### src/rtl/cmp_pkg.sv
`timescale 1ns / 1ps
// Shared types and constants for the chained low-rank projection block.
// Used by cmp_down_cell, cmp_up_cell and chained_matvec_projection_top.
package cmp_pkg;

    localparam int ROW_WIDTH    = 4;
    localparam int RANK         = 4;
    localparam int QUERY_WIDTH  = 4;
    localparam int HEADS        = 2;

    localparam int ACT_FIELDS   = 4;
    localparam int QUERY_FIELDS = 4;
    localparam int HEAD_FIELDS  = 2;

    localparam int DATA_W    = 16;
    localparam int FRAC      = 14;
    localparam int SEL_W     = 2;
    localparam int IDX_W     = 4;
    localparam int CELL_ID_W = 4;

    localparam int DN_SUM_W = 2 * DATA_W + $clog2(ROW_WIDTH);
    localparam int MID_W    = DN_SUM_W - FRAC;
    localparam int UP_SUM_W = MID_W + DATA_W + $clog2(RANK);
    localparam int Q_OUT_W  = 24;
    localparam int H_OUT_W  = 20;

    localparam logic ACT_LOAD  = 1'b0;
    localparam logic ACT_TOKEN = 1'b1;

    localparam logic [SEL_W-1:0] SEL_DOWN = 2'd0;
    localparam logic [SEL_W-1:0] SEL_UP   = 2'd1;
    localparam logic [SEL_W-1:0] SEL_HEAD = 2'd2;

    typedef struct packed {
        logic              action;
        logic [SEL_W-1:0]  sel;
        logic [IDX_W-1:0]  idx;
        logic [DATA_W-1:0] val;
    } t_load;

    typedef struct packed {
        logic                                valid;
        t_load                               ld;
        logic [ROW_WIDTH-1:0][DATA_W-1:0]    act;
        logic [RANK-1:0][DN_SUM_W-1:0]       dsum;
        logic [HEADS-1:0][DN_SUM_W-1:0]      hsum;
    } t_dn_stage;

    typedef struct packed {
        logic                                valid;
        t_load                               ld;
        logic [RANK-1:0][MID_W-1:0]          mid;
        logic [QUERY_WIDTH-1:0][UP_SUM_W-1:0] qsum;
        logic [HEADS-1:0][MID_W-1:0]         head;
    } t_up_stage;

endpackage

### src/rtl/cmp_up_cell.sv
`timescale 1ns / 1ps
// One cell of the up-projection chain: holds one row of the up matrix.
// Depends on cmp_pkg.
module cmp_up_cell (
    input  logic                              i_clk,
    input  logic                              i_rst_n,
    input  logic                              i_en,
    input  logic [cmp_pkg::CELL_ID_W-1:0]     i_id,
    input  cmp_pkg::t_up_stage                i_d,
    output cmp_pkg::t_up_stage                o_d
);

    logic signed [cmp_pkg::DATA_W-1:0]                r_uw [cmp_pkg::QUERY_WIDTH];
    logic signed [cmp_pkg::MID_W-1:0]                 m;
    logic signed [cmp_pkg::MID_W+cmp_pkg::DATA_W-1:0] prod [cmp_pkg::QUERY_WIDTH];
    logic                                             tok;
    logic                                             ld;
    cmp_pkg::t_up_stage                               n_d;
    cmp_pkg::t_up_stage                               r_d;

    assign tok = i_d.valid && (i_d.ld.action == cmp_pkg::ACT_TOKEN);
    assign ld  = i_en && i_d.valid && (i_d.ld.action == cmp_pkg::ACT_LOAD)
                 && (i_d.ld.sel == cmp_pkg::SEL_UP);

    always_comb begin
        m = '0;
        for (int k = 0; k < cmp_pkg::RANK; k++) begin
            if (k == int'(i_id)) begin
                m = i_d.mid[k];
            end
        end
        n_d = i_d;
        for (int j = 0; j < cmp_pkg::QUERY_WIDTH; j++) begin
            prod[j] = m * r_uw[j];
            if (tok) begin
                n_d.qsum[j] = cmp_pkg::UP_SUM_W'($signed(i_d.qsum[j])
                              + cmp_pkg::UP_SUM_W'(prod[j]));
            end
        end
    end

    always_ff @(posedge i_clk) begin
        if (!i_rst_n) begin
            for (int j = 0; j < cmp_pkg::QUERY_WIDTH; j++) begin
                r_uw[j] <= '0;
            end
        end else begin
            for (int j = 0; j < cmp_pkg::QUERY_WIDTH; j++) begin
                if (ld && int'(i_d.ld.idx) == int'(i_id) * cmp_pkg::QUERY_WIDTH + j) begin
                    r_uw[j] <= i_d.ld.val;
                end
            end
        end
    end

    always_ff @(posedge i_clk) begin
        if (!i_rst_n) begin
            r_d.valid <= 1'b0;
        end else if (i_en) begin
            r_d <= n_d;
        end
    end

    assign o_d = r_d;

endmodule

### config.mk
export PLATFORM = sky130hd
export DESIGN_NAME = cmp_up_cell
export DESIGN_NICKNAME = d
export VERILOG_FILES = /design/src/rtl/cmp_pkg.sv /design/src/rtl/cmp_up_cell.sv
export SDC_FILE = /design/constraint.sdc
export NUM_CORES = 2
export LEC_CHECK = 0
export ABC_AREA = 1
export BUFFER_PORTS_ARGS = -buffer_cell sky130_fd_sc_hd__buf_2
export CAP_MARGIN = 5
export CORE_AREA = 2 2 395 397
export CTS_BUF_LIST = sky130_fd_sc_hd__clkbuf_2 sky130_fd_sc_hd__clkbuf_4 sky130_fd_sc_hd__clkbuf_8
export CTS_CLUSTER_SIZE = 12
export DETAILED_ROUTE_END_ITERATION = 10
export DIE_AREA = 0 0 397 399
export GPL_ROUTABILITY_DRIVEN = 1
export PLACE_DENSITY = 0.73
export SLEW_MARGIN = 20
export SYNTH_ARGS = -nofsm -noshare
export SYNTH_HDL_FRONTEND = slang
export SYNTH_SLANG_ARGS = --single-unit
### constraint.sdc
create_clock -name i_clk -period 13.3 [get_ports i_clk]
set_clock_uncertainty 0.15 [all_clocks]
set_input_delay 1.33 -clock i_clk [delete_from_list [all_inputs] [get_ports i_clk]]
set_output_delay 1.33 -clock i_clk [all_outputs]
set_load 0.01 [all_outputs]
==> impl_metrics.sql <==
INSERT INTO impl_metrics (metric_group, metric, value, unit) VALUES
('logic_synthesis', 'synth.yosys.warnings', '0', ''),
('logic_synthesis', 'netlist_area', '68900', 'um2'),
('cells_and_area', 'final_layout_size_suffix_gt1_share', '10.1', '%'),
('cells_and_area', 'nets', '10600', ''),
('critical_path', 'timing_worst_setup_path_type', 'primary input to register', ''),
('cells_and_area', 'post-route-util', '48.9', '%'),
('cells_and_area', 'flow.area_growth_from_synthesis', '9.14', '%'),
('critical_path', 'critical-path-top-cell-by-count', 'sky130_fd_sc_hd__nand2_1', ''),
('die', 'design.die.area', '158000', 'um2'),
('global_routing', 'grt_remaining_overflow', '0', ''),
('die', 'floorplan.initialDensity', '44.8', '%'),
('die', 'core', '154000', 'um2'),
('pwr', 'total_power', '18.8', 'mW'),
('critical_path', 'worst_path_largest_cell_delay', '0.83', 'ns'),
('critical_path', 'critical_path.startpoint_type', 'primary input', ''),
('critical_path', 'cp.arrival', '9.80', 'ns'),
('pwr', 'irDropWorstVdd', '0.215', 'mV'),
('clock_network', 'clock_tree.buffer_depth', '3', ''),
('route', 'vias', '54700', ''),
('die', 'dieHeight', '399', 'um'),
('clock_network', 'tritoncts', 'built', ''),
('clock_network', 'clk_transition_reported_paths', '0.06', 'ns'),
('clock_network', 'clock_sink_count', '360', ''),
('placed_design', 'numPortBuffers', '598', ''),
('logic_synthesis', 'postSynthCellCount', '7967', ''),
('die', 'core.rowCount', '144', ''),
('placed_design', 'dp.final_hpwl', '177000', 'um'),
('sta', 'timing.max_slew.rel_slack', '20.2', '%'),
('route', 'remaining_drc_errors', '0', ''),
('clock_network', 'clock_tree_root', 'sky130_fd_sc_hd__clkbuf_8', ''),
('global_routing', 'grtUsageTotal', '28.2', '%'),
('sta', 'final-max-slew-violation-count', '0', ''),
('global_routing', 'grt_pass1_vias', '59000', ''),
('sta', 'final.min_clock_period', '9.32', 'ns'),
('clock_network', 'htree_levels', '3', ''),
('sta', 'achievable-frequency', '107', 'MHz'),
('route', 'initialDrtViolationCount', '4754', ''),
('global_routing', 'pin_count_of_the_biggest_net_entering_global_routing', '111', ''),
('clock_network', 'clock_insertion_delay_worst_skew', '0.87', 'ns'),
('die', 'chipWidth', '397', 'um'),
('clock_network', 'num_cts_buffers', '73', ''),
('global_routing', 'number_of_antenna_violations_at_the_first_check_in_global_routing', '11', ''),
('route', 'firstDrtPassIters', '6', ''),
('clock_network', 'postCtsSetupBuffers', '0', ''),
('die', 'top_level_ports', '599', ''),
('sta', 'report.final.setup_viol', '0', ''),
('pwr', 'power_per_cell_area', '250', 'nW/um2'),
('sta', 'worstMarginPinSlew', '1.20', 'ns'),
('sta', 'holdWs', '0.314', 'ns'),
('logic_synthesis', 'synth_cell_type_count', '45', ''),
('sta', 'final-hold-violation-count', '0', ''),
('clock_network', 'post_cts_repair_resize_count', '0', ''),
('route', 'detail_route.wirelength', '217000', 'um'),
('placed_design', 'gpl.final_weighted_congestion', '0.980', ''),
('cells_and_area', 'layout_common_cells', 'sky130_fd_sc_hd__inv_1 (2014), sky130_fd_sc_hd__nand2_1 (1641), sky130_fd_sc_hd__fa_1 (1460)', ''),
('critical_path', 'crit_fanout', '20', ''),
('pwr', 'p_leak', '39.3', 'nW'),
('route', 'remaining_antenna_violation_count_after_routing', '0', ''),
('cells_and_area', 'layout_commonest_cell', 'sky130_fd_sc_hd__inv_1', ''),
('sta', 'layout_worst_path_cycle_share', '70.1', '%'),
('global_routing', 'global_route_wire_length_before_repair', '340000', 'um'),
('route', 'post_dr_wirelength_cell', '20.6', 'um'),
('sta', 'grt_setup_unrepaired', 'false', ''),
('logic_synthesis', 'flop_and_latch_count_out_of_synthesis', '360', ''),
('sta', 'fin_tns_setup', '0', 'ns'),
('clock_network', 'cts-hold-fix-buffers', '0', ''),
('logic_synthesis', 'syn-num-nets', '10200', ''),
('critical_path', 'cp_slowest_cell', 'sky130_fd_sc_hd__inv_1', ''),
('job', 'cap_viol_max_count', '0', ''),
('route', 'route.detailed.vias_per_inst', '5.18', ''),
('logic_synthesis', 'yosysSeqAreaShare', '15.7', '%'),
('logic_synthesis', 'syn_area_per_cell', '8.64', 'um2'),
('critical_path', 'end_kind', 'register', ''),
('critical_path', 'critical_path_required', '13.78', 'ns'),
('worst_hold_path', 'hold_path_class', 'register to register', ''),
('status', 'status', 'complete, no violations', '');
routing by layer:
metal / vias up / part of all wire [%] / global-route usage, %
li1: 24300 / - / -
met1: 27100 / 38 / 36.3
met2: 2660 / 46 / 45.7
met3: 623 / 9.9 / 6.37
met4: 6 / 5.2 / 12.8
met5: - / 0.016 / 0
path summary, 6_finish.rpt:
check,from,endpoint,slack (ns),cells past startpoint
setup / recovery,i_id[3],o_d[153],3.98,30
hold / removal,o_d[295],o_d[295],0.31,2
setup reg to reg,r_uw[3][4],o_d[191],5.77,25
hold reg to reg,o_d[295],o_d[295],0.31,2
worst max-delay path, delay by kind of cell:
| family | cells | cell delay [ns] |
|---|---|---|
| adder cells (fa/ha/maj) | 7 | 3.80 |
| AND/OR/NAND/NOR | 15 | 3.09 |
| buffers and inverters | 8 | 1.55 |
power by group:
group	switching, mW	total, mW	internal, mW
sequential	0.0807	1.57	1.49
combinational	10.2	15.9	5.66
clock	0.618	1.29	0.676
metrics by stage:
step | cell area (um2) | instances | setup slack [ns]
final | 75100 | 10500 | 3.98
after global routing | 75100 | 10500 | 3.46
after CTS | 75100 | 10500 | 4.02
after detailed placement | 73600 | 10400 | 3.09
after global placement | 73600 | 10400 | 3.22
after floorplan | 68900 | 7967 | 5.10
logic make-up after synthesis:
| kind of cell | share of synthesized area, % |
|---|---|
| adder cells (fa/ha/maj) | 50.4 |
| XOR/XNOR | 0.611 |
| AO/OA/AOI/OAI | 2.82 |
| AND/OR/NAND/NOR | 17.4 |
| flip-flops | 15.7 |
| buffers and inverters | 13.0 |
state kept, by name (all words and copies together), names as in the netlist:
signal,flops
o_d,296
r_uw,64
final cells by class:
cell class,count,area [um2]
repair buffers,638,3310
well taps,2044,2560
flip-flops and latches,360,10800
clock buffers,89,1140
inverters,2071,7790
clock inverters,39,393
fillers,14700,78500
multi-input cells,5295,49100
diodes,9,22.5
synthesized netlist by cell type (all sizes together):
cell type	number	area share (%)
o21ai	129	0.94
edfxtp	359	16
o21bai	15	0.16
xor2	16	0.20
nor3	22	0.17
nand3b	25	0.27
nand2	1662	9.1
o21a	12	0.13
a21oi	161	1.2
o31ai	4	0.044
nand3	237	1.7
nand4	42	0.41
a21o	2	0.022
buf	144	1.2
ha	440	8.0
or2	52	0.47
xnor2	32	0.41
o22ai	11	0.12
fa	1460	42
and2	2	0.018
o211ai	12	0.15
a31oi	9	0.082
inv	2043	11
nor2	943	5.2
clkbuf	97	0.53
a21boi	1	0.011
clkinv	28	0.15
nor4	6	0.055
dfxtp	1	0.029
No activity file was read; power rests on OpenSTA's default activity.
